[src/rrc_ram.sv]
`timescale 1ns / 1ps
// ----------------------------------------------------------------------------
// rrc_ram
// Generic single-write, single-read RAM with registered read data.
// ----------------------------------------------------------------------------
module rrc_ram #(
    parameter int  WIDTH = 8,
    parameter int  DEPTH = 256,
    localparam int AW    = (DEPTH > 1) ? $clog2(DEPTH) : 1
) (
    input  logic             i_clk,
    input  logic             i_wr_en,
    input  logic [AW-1:0]    i_wr_addr,
    input  logic [WIDTH-1:0] i_wr_data,
    input  logic             i_rd_en,
    input  logic [AW-1:0]    i_rd_addr,
    output logic [WIDTH-1:0] o_rd_data
);

    logic [WIDTH-1:0] r_mem [DEPTH];

    // Write port and registered read port.
    always_ff @(posedge i_clk) begin
        if (i_wr_en) begin
            r_mem[i_wr_addr] <= i_wr_data;
        end
        if (i_rd_en) begin
            o_rd_data <= r_mem[i_rd_addr];
        end
    end

endmodule

[config.mk]
export PLATFORM = sky130hd
export DESIGN_NAME = rrc_ram
export DESIGN_NICKNAME = d
export VERILOG_FILES = /design/src/rrc_ram.sv
export SDC_FILE = /design/constraint.sdc
export NUM_CORES = 2
export LEC_CHECK = 0
export BUFFER_PORTS_ARGS = -buffer_cell sky130_fd_sc_hd__buf_2
export CAP_MARGIN = 5
export CORE_UTILIZATION = 55
export DETAILED_ROUTE_END_ITERATION = 16
export MAX_ROUTING_LAYER = met4
export PLACE_DENSITY_LB_ADDON = 0.2
export SYNTH_ARGS = -nofsm -noshare
export SYNTH_HDL_FRONTEND = slang
export SYNTH_SLANG_ARGS = --single-unit
export TNS_END_PERCENT = 30
[constraint.sdc]
create_clock -name i_clk -period 2.3 [get_ports i_clk]
set_clock_uncertainty 0.2 [all_clocks]
set_input_delay 0.23 -clock i_clk [delete_from_list [all_inputs] [get_ports i_clk]]
set_output_delay 0.23 -clock i_clk [all_outputs]
set_load 0.02 [all_outputs]
### Word level (Yosys, flattened, before mapping)

Memory sizes are Yosys's and may differ from the RTL's. A register that Yosys moved wholly into a read port is not among the register bits.
Index checks and enable logic that the tools add are counted.

| word-level totals | value |
|---|---|
| register bits after elaboration | 0 |
| bits in latches | 0 |
| RAM bits | 2048 |
| bits in read-only memories | 0 |
| input port bits | 27 |
| output and inout port bits | 8 |
| word-level logic and storage cells | 3 |
| memories kept | 1 |

| cells by class | value |
|---|---|
| $add $sub $neg | 0 |
| $mul | 0 |
| div/mod/pow operators | 0 |
| order comparisons | 0 |
| equality and inequality tests | 0 |
| shift-type cells | 0 |
| muxes and demuxes | 2 |
| bitwise logic cells | 0 |
| reductions and logical operators | 0 |

Memories:

| name | words | width | rd ports | clocked after memory_dff | wr ports | line | RTL |
|---|---|---|---|---|---|---|---|
| r_mem | 256 | 8 | 1 | 1 | 1 | 20 | `logic [WIDTH-1:0] r_mem [DEPTH];` |

Operators by type and width:

| operator | count |
|---|---|
| 1-bit 2-to-1 mux | 2 |

### Depth between registers and ports, before layout

| logic depth | value |
|---|---|
| word-level depth | 2 |
| depth in mapped cells | 11 |
| depth with buffers taken out | 6 |

### Least setup slack after synthesis

OpenSTA, ideal clock, no wires.

| path | value |
|---|---|
| path kind | input to register |
| start | input i_rd_addr[0] |
| end | register o_rd_data[2] (read register of r_mem) (data pin) |
| library setup time | 0.269 ns |
| data arrival time | 2.037 ns |
| data required time | 1.831 ns |
| path slack | -0.206 ns |
| stages | 9 |
| path buffers | 4 |
| cells stage by stage | buf_6 > buf_12 > buf_8 > buf_2 > mux4_2 > a22oi_1 > a21oi_1 > nor4_1 > nor4_2 |

RTL lines:

| item | line | RTL |
|---|---|---|
| start: declaration | 16 | `input logic [AW-1:0] i_rd_addr,` |
| end: declaration | 17 | `output logic [WIDTH-1:0] o_rd_data` |

==> flow_summary_export.csv <==
group,metric,value,unit
outcome,status,"finished, violations left",
outcome,violations,"DRC, setup timing",
sta,fmax,393,MHz
sta,hold_ws,0.105,ns
clock_network,cts_buffer_depth,3,
power_and_ir_drop,ir_drop,0.000794,V
power_and_ir_drop,power_density,825,nW/um^2
critical_path,start_kind,"register",
routing,dr_total_vias,41400,
critical_path,worstPathRequired,2.67,ns
placed_design,placed_cell_area,87500,sq um
sta,fin_crit_sh,1.11,
logic_synthesis,syn-num-nets,3760,
floorplan,core,144000,sq um
critical_path,reg2reg_depth,6,
placed_design,gp_congestion,0.892,
floorplan,die_w,383,microns
critical_path,arrival,2.92,ns
global_route,globalRouteOverflowTotal,0,
layout,synthToLayoutAreaGrowth,18.7,%
layout,finish.utilization,0.658,
logic_synthesis,syn_area,79600,sq um
logic_synthesis,syn_inst,3733,
critical_path,critical-path-slowest-cell,"mux4_2",
placed_design,dp_hpwl,129000,microns
clock_network,clk_pin_slew,0.06,ns
logic_synthesis,synth_top_area_share,0.775,
layout,nets,4512,
clock_network,cts_root_buf,"clkbuf_16",
critical_path,critical_path_class,"reg2reg",
routing,antenna_left,0,
job,maxCapViolCount,0,
critical_path,cpMostUsedCell,"mux4_2",
global_route,grt_max_degree,97,
sta,slew_headroom,0.417,
sta,setup-violations-final,8,
logic_synthesis,ys_ff_latch,2056,
routing,avgRoutedWirePerCell,30.3,microns
sta,period_needed,2.55,ns
power_and_ir_drop,fin_total_pwr,0.0779,W
global_route,antenna_found_initial,11,
logic_synthesis,synth_enable_flop_cells,2056,
routing,drtIter0Drc,5487,
floorplan,dieArea,146000,sq um
clock_network,clock_sinks,2056,
routing,firstDrtPassIters,14,
routing,wl,199000,microns
placed_design,io_buffers,34,
worst_hold_path,hold_path.class,"in2reg",
floorplan,die_h,383,microns
floorplan,row_count,139,
critical_path,crit_family,"multiplexers",
critical_path,cpPeakStageDelay,0.58,ns
logic_synthesis,avgSynthCellArea,21.3,sq um
clock_network,clock_latency,0.85,ns
logic_synthesis,yosys-top-cells-area,"edfxtp_1 (78%), mux4_2 (13%), mux2i_1 (1.7%)",
layout,final_common_cell,"edfxtp_1",
logic_synthesis,yosysWarningCount,0,
layout,final_cell_mix,"edfxtp_1 (2,056), buf_4 (638), mux4_2 (454)",
routing,drc,4,
critical_path,cp_max_fo,1,
logic_synthesis,async_flop_share,0,
clock_network,cts_buffers,198,
critical_path,cp_num_buf_inv,1,
power_and_ir_drop,p_leak,30.8,nW
critical_path,cp.depth,6,
critical_path,worstSetupEndpointType,"register",
logic_synthesis,ys_seq_area_frac,0.775,
layout,layout-drive-gt1-share,0.336,
floorplan,ios,35,
global_route,grt_pass1_wl,288000,microns
sta,worst_slack,-0.246,ns
sta,rsz0062_at_grt,"yes",
logic_synthesis,synth_cell_types,54,
logic_synthesis,yosys_most_used_dff,"edfxtp_1",
clock_network,cts_tree,"yes",
floorplan,start_util,0.554,
clock_network,htree_levels,4,
sta,slew_violations,0,
layout,fillers,9351,
layout,fin_area,94500,sq um
sta,hold_violations,0,
logic_synthesis,synth_top_area_cell,"edfxtp_1",
worst_hold_path,holdPathStages,2,
global_route,grt_pass1_vias,41200,
routing,via_per_inst,6.30,
critical_path,crit_chain,"mux4_2, mux4_2, nor2b_1, nor4_2, buf_4, nor4_1",
sta,tightest_slew,0.871,ns
global_route,grt.total_usage,0.285,
==> metal layers <==
metal / share of wire / routed length, microns / GRT usage / vias to the layer above
met5: 0 / 0 / - / -
met4: 0.029 / 5780 / 0.0841 / 0
met3: 0.090 / 17900 / 0.0509 / 324
met2: 0.48 / 96100 / 0.434 / 2142
met1: 0.40 / 79200 / 0.398 / 21700
li1: - / - / - / 17300
==> cells by family after synthesis <==
kind of cell	share of synthesized area
AO/OA/AOI/OAI	0.0342
buffers and inverters	0.0183
flip-flops	0.775
multiplexers	0.146
AND/OR/NAND/NOR	0.0263
==> worst paths after layout <==
| kind | startpoint | endpoint | slack (ns) |
|---|---|---|---|
| min | i_wr_data[6] | r_mem[150][6]$_DFFE_PP_ | 0.11 |
| max | r_mem[83][7]$_DFFE_PP_ | o_rd_data[7]$_DFFE_PP_ | -0.25 |
| max reg2reg | r_mem[83][7]$_DFFE_PP_ | o_rd_data[7]$_DFFE_PP_ | -0.25 |
| min reg2reg | r_mem[40][3]$_DFFE_PP_ | o_rd_data[3]$_DFFE_PP_ | 0.96 |
==> power by group <==
group / total [W] / switching (W) / internal [W]
logic: 0.00449 / 0.00262 / 0.00187
registers: 0.0414 / 0.0000574 / 0.0413
clock network: 0.0321 / 0.0138 / 0.0183
==> final cells by class <==
| type | instances | area [sq um] | share of cell area |
|---|---|---|---|
| Antenna cell | 11 | 27.5 | 0.000291 |
| Timing Repair Buffer | 785 | 7090 | 0.0750 |
| Clock inverter | 136 | 1280 | 0.0135 |
| Tap cell | 1903 | 2380 | 0.0252 |
| Sequential cell | 2056 | 61700 | 0.653 |
| Inverter | 2 | 7.51 | 0.0000794 |
| Multi-Input combinational cell | 1442 | 16800 | 0.178 |
| Clock buffer | 231 | 5140 | 0.0544 |
==> synth_stat cells, types with 3 or more instances <==
cell type	instances
nand2_1	33
buf_12	8
nand3_1	34
a22o_1	8
o21ai_0	10
mux4_2	454
nand2b_1	8
edfxtp_1	2056
nor2b_1	31
o32ai_1	4
or2_2	4
and2_1	6
buf_4	27
buf_6	21
o221ai_1	46
nor2_1	282
mux2i_1	134
nor4_1	24
buf_1	22
a21oi_1	96
o211ai_1	10
o22a_1	5
nand4_1	10
a221oi_1	13
a22oi_1	133
a211oi_1	16
clkbuf_1	111
buf_8	13
nor3_1	22
o22ai_1	28
nor4_2	3
buf_2	31
==> state kept, by name (all words and copies together) (netlist names) <==
| name | cells |
|---|---|
| r_mem | 2048 |
| o_rd_data | 8 |
==> per-stage QoR <==
step | setup slack [ns] | TNS (ns) | std cells
final | -0.246 | -1.62 | 6566
after global routing | -0.273 | -1.88 | 6564
after detailed placement | -1.36 | -13.38 | 6169
after floorplan | -0.0874 | -0.642 | 3733
after CTS | -0.327 | -1.98 | 6557
after global placement | -1.36 | -12.51 | 6169
==> worst register-to-register path: cells and delay by family, from the launching register on <==
family                 cells  cell delay, ns
AND/OR/NAND/NOR            3            0.43
multiplexers               2            1.10
flip-flops                 1            0.37
buffers and inverters      1            0.17
==> what timing repair did <==
item                                    in CTS  in global routing
endpoints found under the setup margin       8                 50
hold buffers                                23                  0
buffers inserted                             0                  0
hold endpoints to repair                  2010                  0
resized for setup                           29                 31
pin swaps                                    9                 24
Note: power is estimated with default switching activity, not from simulation.
