**src/rrc_pkg.sv**
```systemverilog
`timescale 1ns / 1ps
// ----------------------------------------------------------------------------
// rrc_pkg
// Shared types, codes and the microcode program of the raster canvas.
// ----------------------------------------------------------------------------
package rrc_pkg;

    // Request codes.
    localparam logic [1:0] REQ_DRAW  = 2'd0;
    localparam logic [1:0] REQ_READ  = 2'd1;
    localparam logic [1:0] REQ_CLEAR = 2'd2;

    // Configuration register indexes.
    localparam logic [1:0] CFG_WIDTH  = 2'd0;
    localparam logic [1:0] CFG_HEIGHT = 2'd1;
    localparam logic [1:0] CFG_BG     = 2'd2;

    // Rectangle kinds and the fixed-point unit (eight fraction bits).
    localparam logic [7:0] KIND_FILLED  = 8'h52;
    localparam logic [7:0] KIND_OUTLINE = 8'h72;
    localparam int         FRAC_BITS    = 8;
    localparam int         ONE_UNIT     = 256;

    // Microcode step addresses.
    localparam int          UPC_W   = 4;
    localparam logic [3:0]  U_IDLE  = 4'd0;
    localparam logic [3:0]  U_DISP  = 4'd1;
    localparam logic [3:0]  U_DRAW  = 4'd2;
    localparam logic [3:0]  U_READ  = 4'd3;
    localparam logic [3:0]  U_CLEAR = 4'd4;
    localparam logic [3:0]  U_NOP   = 4'd5;
    localparam logic [3:0]  U_ROW   = 4'd6;
    localparam logic [3:0]  U_COL   = 4'd7;
    localparam logic [3:0]  U_NEXT  = 4'd8;
    localparam logic [3:0]  U_FIN   = 4'd9;
    localparam logic [3:0]  U_REJ   = 4'd10;
    localparam logic [3:0]  U_RDOUT = 4'd11;

    // Branch conditions.
    localparam logic [2:0] C_ALWAYS  = 3'd0;
    localparam logic [2:0] C_START   = 3'd1;
    localparam logic [2:0] C_REQ     = 3'd2;
    localparam logic [2:0] C_REJECT  = 3'd3;
    localparam logic [2:0] C_ROW_END = 3'd4;
    localparam logic [2:0] C_COL_END = 3'd5;

    // Result kinds issued by a step.
    localparam logic [1:0] EM_NONE = 2'd0;
    localparam logic [1:0] EM_OK   = 2'd1;
    localparam logic [1:0] EM_REJ  = 2'd2;
    localparam logic [1:0] EM_READ = 2'd3;

    // One control word of the program.
    typedef struct packed {
        logic [2:0]       cond;
        logic [UPC_W-1:0] tgt_t;
        logic [UPC_W-1:0] tgt_f;
        logic             ld_draw;
        logic             ld_clear;
        logic             row_flags;
        logic             wr_cell;
        logic             next_row;
        logic             mem_rd;
        logic [1:0]       emit;
    } t_uword;

    // Status flags that the datapath hands to the sequencer.
    typedef struct packed {
        logic       start;
        logic       reject;
        logic       row_end;
        logic       col_end;
        logic [1:0] req;
    } t_flags;

    // The program ROM. Dispatch on the request adds the request code to U_DRAW.
    function automatic t_uword uword(input logic [UPC_W-1:0] pc);
        t_uword w;
        w = '{cond: C_ALWAYS, tgt_t: U_IDLE, tgt_f: U_IDLE, emit: EM_NONE,
              default: 1'b0};
        unique case (pc)
            U_IDLE: begin
                w.cond  = C_START;
                w.tgt_t = U_DISP;
                w.tgt_f = U_IDLE;
            end
            U_DISP: begin
                w.cond  = C_REQ;
                w.tgt_t = U_DRAW;
            end
            U_DRAW: begin
                w.cond    = C_REJECT;
                w.tgt_t   = U_REJ;
                w.tgt_f   = U_ROW;
                w.ld_draw = 1'b1;
            end
            U_READ: begin
                w.tgt_t  = U_RDOUT;
                w.mem_rd = 1'b1;
            end
            U_CLEAR: begin
                w.tgt_t    = U_ROW;
                w.ld_clear = 1'b1;
            end
            U_NOP: begin
                w.emit = EM_OK;
            end
            U_ROW: begin
                w.cond      = C_ROW_END;
                w.tgt_t     = U_FIN;
                w.tgt_f     = U_COL;
                w.row_flags = 1'b1;
            end
            U_COL: begin
                w.cond    = C_COL_END;
                w.tgt_t   = U_NEXT;
                w.tgt_f   = U_COL;
                w.wr_cell = 1'b1;
            end
            U_NEXT: begin
                w.tgt_t    = U_ROW;
                w.next_row = 1'b1;
            end
            U_FIN: begin
                w.emit = EM_OK;
            end
            U_REJ: begin
                w.emit = EM_REJ;
            end
            U_RDOUT: begin
                w.emit = EM_READ;
            end
            default: begin
                w.tgt_t = U_IDLE;
            end
        endcase
        return w;
    endfunction

endpackage

```
**src/rrc_useq.sv**
```systemverilog
`timescale 1ns / 1ps
// ----------------------------------------------------------------------------
// rrc_useq
// Microcode sequencer: step counter, program ROM and conditional branches.
// ----------------------------------------------------------------------------
module rrc_useq import rrc_pkg::*; (
    input  logic   i_clk,
    input  logic   i_rst_n,
    input  t_flags i_flags,
    output t_uword o_uword,
    output logic   o_idle
);

    logic [UPC_W-1:0] r_pc;
    logic [UPC_W-1:0] n_pc;
    logic             taken;

    assign o_uword = uword(r_pc);
    assign o_idle  = (r_pc == U_IDLE);

    // Evaluate the branch condition of the current step.
    always_comb begin
        unique case (o_uword.cond)
            C_ALWAYS:  taken = 1'b1;
            C_START:   taken = i_flags.start;
            C_REJECT:  taken = i_flags.reject;
            C_ROW_END: taken = i_flags.row_end;
            C_COL_END: taken = i_flags.col_end;
            default:   taken = 1'b1;
        endcase
        if (o_uword.cond == C_REQ) begin
            n_pc = o_uword.tgt_t + UPC_W'(i_flags.req);
        end else if (taken) begin
            n_pc = o_uword.tgt_t;
        end else begin
            n_pc = o_uword.tgt_f;
        end
    end

    // Step counter.
    always_ff @(posedge i_clk) begin
        if (!i_rst_n) begin
            r_pc <= U_IDLE;
        end else begin
            r_pc <= n_pc;
        end
    end

endmodule

```
**config.mk**
```make
export PLATFORM = sky130hd
export DESIGN_NAME = rrc_useq
export DESIGN_NICKNAME = d
export VERILOG_FILES = /design/src/rrc_pkg.sv /design/src/rrc_useq.sv
export SDC_FILE = /design/constraint.sdc
export NUM_CORES = 1
export LEC_CHECK = 0
export BUFFER_PORTS_ARGS = -buffer_cell sky130_fd_sc_hd__buf_2
export CAP_MARGIN = 40
export CORE_AREA = 2 2 39 41
export CTS_CLUSTER_SIZE = 25
export DETAILED_ROUTE_END_ITERATION = 6
export DIE_AREA = 0 0 41 43
export PLACE_DENSITY_LB_ADDON = 0.15
export SETUP_SLACK_MARGIN = 0.02
export SKIP_LAST_GASP = 1
export SLEW_MARGIN = 20
export SYNTH_ARGS = -nofsm -noshare
export SYNTH_HDL_FRONTEND = slang
export SYNTH_SLANG_ARGS = --single-unit
```
**constraint.sdc**
```tcl
create_clock -name i_clk -period 5.3 [get_ports i_clk]
set_input_delay 0.265 -clock i_clk [delete_from_list [all_inputs] [get_ports i_clk]]
set_output_delay 0.265 -clock i_clk [all_outputs]
set_load 0.01 [all_outputs]
```
=== Word level (Yosys, flattened, before mapping) ===
Cells that the tools add are included.

* Output and inout bits: 20
* Register bits: 4
* Logic and storage cells: 35
* Input bits: 8

* Reduce and logical (&&, ||, !) cells: 4
* Muxes and demuxes: 13
* $add $sub $neg: 1
* Equality and inequality tests: 16

{| class="wikitable"
|+ Operators by type and width
! kind !! count
|-
| 4-bit case mux with 7 select lines || 1
|-
| 4-bit by 3-bit == test with 1-bit output (second input constant) || 4
|-
| 4-bit == test (second input constant) || 4
|-
| 3-bit case mux with 5 select lines || 1
|-
| 4-bit by 2-bit == test with 1-bit output (second input constant) || 2
|-
| 4-bit 2-to-1 mux || 2
|-
| 3-bit by 2-bit == test with 1-bit output (second input constant) || 2
|-
| 3-bit == test (second input constant) || 2
|-
| 1-bit 2-to-1 mux || 6
|-
| 2-bit case mux with 3 select lines || 1
|-
| 3-bit case mux with 2 select lines || 1
|-
| 2-bit OR reduction || 3
|-
| 4-bit by 2-bit adder with 4-bit output || 1
|-
| 4-bit by 1-bit == test with 1-bit output (second input constant) || 1
|-
| 4-bit zero test || 1
|-
| 1-bit case mux with 4 select lines || 1
|-
| 3-bit by 1-bit == test with 1-bit output (second input constant) || 1
|}

=== Logic depth before layout (Yosys ltp) ===
* Depth after elaboration: 6
* Depth in mapped cells: 12
* Mapped depth without buffers: 11

=== Worst setup path before layout ===
Ideal clock, no wire load.

* Path kind: flip-flop to flip-flop
* Start: register r_pc[0]
* End: register r_pc[1]
* Setup slack: 3,086 ps
* Setup time: 129 ps
* Data arrival time: 2,086 ps
* Data required time: 5,171 ps
* Buffers on the path: 2
* Stages on the path, launching flop included: 12
* Clock period less this slack: 2,214 ps
* Cell sequence: dfxtp_1 > buf_2 > buf_2 > nor3_1 > a21oi_1 > nor2_1 > ha_1 > inv_1 > fa_1 > a21oi_1 > o41ai_1 > a21oi_1

{| class="wikitable"
|+ RTL lines
! item !! line !! source
|-
| from (decl) || rrc_useq.sv:14 || <nowiki>logic [UPC_W-1:0] r_pc;</nowiki>
|-
| from (signal assigned) || rrc_useq.sv:45 || <nowiki>r_pc <= n_pc;</nowiki>
|}

=== Worst setup path after layout ===
* Start: register r_pc[1]
* End: register r_pc[1]

* Cells in the longest elaborated chain, start to end: 6
* Elaborated cells on any way between the ends: 22
* Classes of those cells: add/sub (1); eq/ne (12); mux (6); reduce/logical (3)

{| class="wikitable"
|+ RTL lines
! item !! line !! source
|-
| parallel branches: the longest is 5 deep, another holds 4-bit by 2-bit adder with 4-bit output || -- ||
|-
| 4-bit 2-to-1 mux * || rrc_useq.sv:31 || <nowiki>if (o_uword.cond == C_REQ) begin</nowiki>
|}

Mark *: on every way between the ends.
A chain may end at the register's enable or synchronous reset.

==> summary.txt <==
CTS
  – CTS buffer count: 3
  – CTS tree: done
  – Worst-path clk slew: ~0.040 ns
  – Gates resized, CTS repair: 0
  – Worst-Skew Late Latency: roughly 0.24 ns
  – Post-CTS Hold Buffers: 0
  – Setup Fix Bufs, Post-CTS: 0
  – CTS H-tree depth: 1
  – Clk root buf: clkbuf_4
  – Clock Sinks: 4
  – Clock Path Buffers: 2

Synth
  – Post-synth EDFFs: 0
  – Async set or reset register ratio after synthesis: 0
  – Avg Synthesized Cell Area: 6.73 µm²
  – Synth Net Count: 86
  – Area contributors post-synth: dfxtp_1 16%, nor3_1 9.8%, nor2b_1 6.1%
  – Post-Syn Area: between 500 and 600 µm²
  – Flops & latches, synth: 4
  – Most used flip-flop cell after synthesis: dfxtp_1
  – Yosys cell types: 34
  – Area share of the largest cell type after synthesis: 0.156
  – Synth Instances: 76
  – Sequential fraction of the synthesis area: 0.156
  – Synth Warn #: 0
  – Yosys top cell by area: dfxtp_1

Critical path
  – Required time of the critical path: ~5.4 ns
  – Slowest library cell on the worst path: dfxtp_1
  – Critical path, cell by cell: nor2b_1 > a21oi_1 > nor2_1 > ha_1 > inv_1 > fa_1 > a21oi_1 > o41ai_1 > a21oi_1
  – CP Launch Type: flop
  – CP arrival: 2.52 ns
  – CP max stage delay: just over 0.7 ns
  – Worst setup EP type: flop
  – Crit Path Class: flop to flop
  – CP Max Fanout: 20
  – Most frequent CP cell: a21oi_1

STA
  – Setup TNS Final: 0 ns
  – Setup violators final: 0
  – Final period utilization: 0.453
  – Unrepaired setup endpoints after global routing: false
  – Hold Fails Final Rpt: 0
  – Worst Clk Skew: 0.0113 ns
  – Slew @ Worst Pin: a little under 0.7 ns
  – Fin. max-slew vios: 0
  – Final worst slack: ~2.9 ns
  – Minimum clock period: around 2.4 ns
  – Relative slew slack: 0.545
  – Max Freq: between 400 and 500 MHz

Floorplanning
  – Chip Width: 41 µm
  – Die Span Y: around 43 µm
  – Initial Utilization: 0.370
  – IO Pins: 28
  – Num rows: 14
  – Core box area: 0.00138 mm²
  – Die Area: ~0.0018 mm²

Placement
  – Place WS: approximately 2.9 ns
  – GP Congestion: between 0.7 and 0.8
  – Post-DP HPWL: between 800 and 900 µm
  – # port buffers: 26
  – Dpl cell area: 616 µm²

Global routing
  – GRT Overall Usage: 0.151
  – First-pass GRT wire length: between 1.5 and 2 mm
  – Vias in the first global route: around 430
  – Largest net degree at the start of global routing: 23
  – GRT overflow: 0
  – Antenna violations before repair: 0

Detailed routing
  – Vias/cell: ~5
  – Avg WL per Cell: around 11 µm
  – DRT iter0 DRCs: 11
  – Wirelength, routed: 1.24 mm
  – Final ANT Viol Nets: 0
  – 1st-pass router iterations: 4
  – DRC viols: 0
  – Vias: about 570

Finish
  – Ant. Diodes: 0
  – Share of layout cells above drive strength 1: 0.330
  – Final instance area: roughly 640 µm²
  – Area Growth Syn to Fin: 24.7%
  – Commonest cells after routing, fill and taps aside: 26 x buf_2, 10 x nor3_1, 6 x nand2_1, 6 x nor2_1
  – Final nets: around 110
  – Top reg by flops: r_pc
  – Most common cell after layout, fill and taps aside: buf_2
  – Multi-input logic area: 363 µm²
  – Largest register FFs: 4
  – Largest regs: r_pc: 4 flops
  – Layout fillers: 157
  – Register area: approximately 80 µm²

Power and ir drop
  – Cell Pwr Density: about 610 mW/mm²
  – Maximum VDD drop: 0.228 mV
  – Leak pwr: 0.336 nW

Run status
  – Status: complete, no violations

Run
  – Max-cap violations: 0

Worst hold path
  – HP Class: primary input to flop
-- path summary, 6_finish.rpt --
path,to,slack (ns),depth (start not counted),start
worst max-delay path,r_pc[1]$_SDFF_PN0_,2.90,9,r_pc[1]$_SDFF_PN0_
worst min-delay path,r_pc[1]$_SDFF_PN0_,0.29,3,i_rst_n
worst max register to register,r_pc[1]$_SDFF_PN0_,2.90,9,r_pc[1]$_SDFF_PN0_
worst min register to register,r_pc[2]$_SDFF_PN0_,0.77,3,r_pc[3]$_SDFF_PN0_
-- through the flow --
stage	instances	util	hold WS (ns)	total power [mW]
global placement	110	0.445	0.537	0.349
detailed placement	110	0.445	0.544	0.350
finish	113	0.461	0.286	0.388
floorplan	76	-	0.388	0.276
CTS	113	0.461	0.279	0.392
global route	113	0.461	0.286	0.427
-- metal layers --
| layer | vias up | global-route usage | routed length (µm) |
|---|---|---|---|
| li1 | 303 | - | - |
| met1 | 252 | 0.201 | 596 |
| met2 | 14 | 0.213 | 570 |
| met3 | 0 | 0.0314 | 71 |
| met4 | 0 | 0.0933 | 0 |
| met5 | - | 0 | 0 |
-- cells by family (layout without fill, tap and decap cells) --
logic type / after synthesis / in the layout / synth area share
buf+inv: 14 / 35 / 0.134
mux: 1 / 1 / 0.0196
other cells: 1 / 1 / 0.00733
simple gates: 39 / 39 / 0.408
xor+xnor: 1 / 1 / 0.0171
compound gates: 14 / 14 / 0.193
flops: 4 / 4 / 0.156
fa+ha+maj: 2 / 2 / 0.0636
-- where the power goes --
group          total [mW]  switching (mW)  internal (mW)
combinational       0.254           0.135          0.119
sequential         0.0951          0.0535         0.0416
clock              0.0392          0.0138         0.0254
-- cell type report --
cell class,instances,share of cell area
Multi-Input combinational cell,58,0.569
Timing Repair Buffer,26,0.204
Sequential cell,4,0.125
Clock buffer,3,0.0353
Inverter,6,0.0353
Tap cell,16,0.0314
-- critical path, delay by kind of cell, from the launching register on --
kind / cells / cell delay, ns
adder cells (fa/ha/maj): 2 / 0.63
AND/OR/NAND/NOR: 2 / 0.39
buffers and inverters: 1 / 0.04
flip-flops: 1 / 0.72
AO/OA/AOI/OAI: 4 / 0.47
-- synthesized netlist by cell type (all sizes together) (2+ instances only) --
library cell / n
a21oi: 5
and2: 2
and3b: 2
buf: 7
dfxtp: 4
inv: 6
nand2: 6
nand2b: 3
nor2: 6
nor2b: 5
nor3: 10
o21ai: 2
No activity file was read; power rests on OpenSTA's default activity.
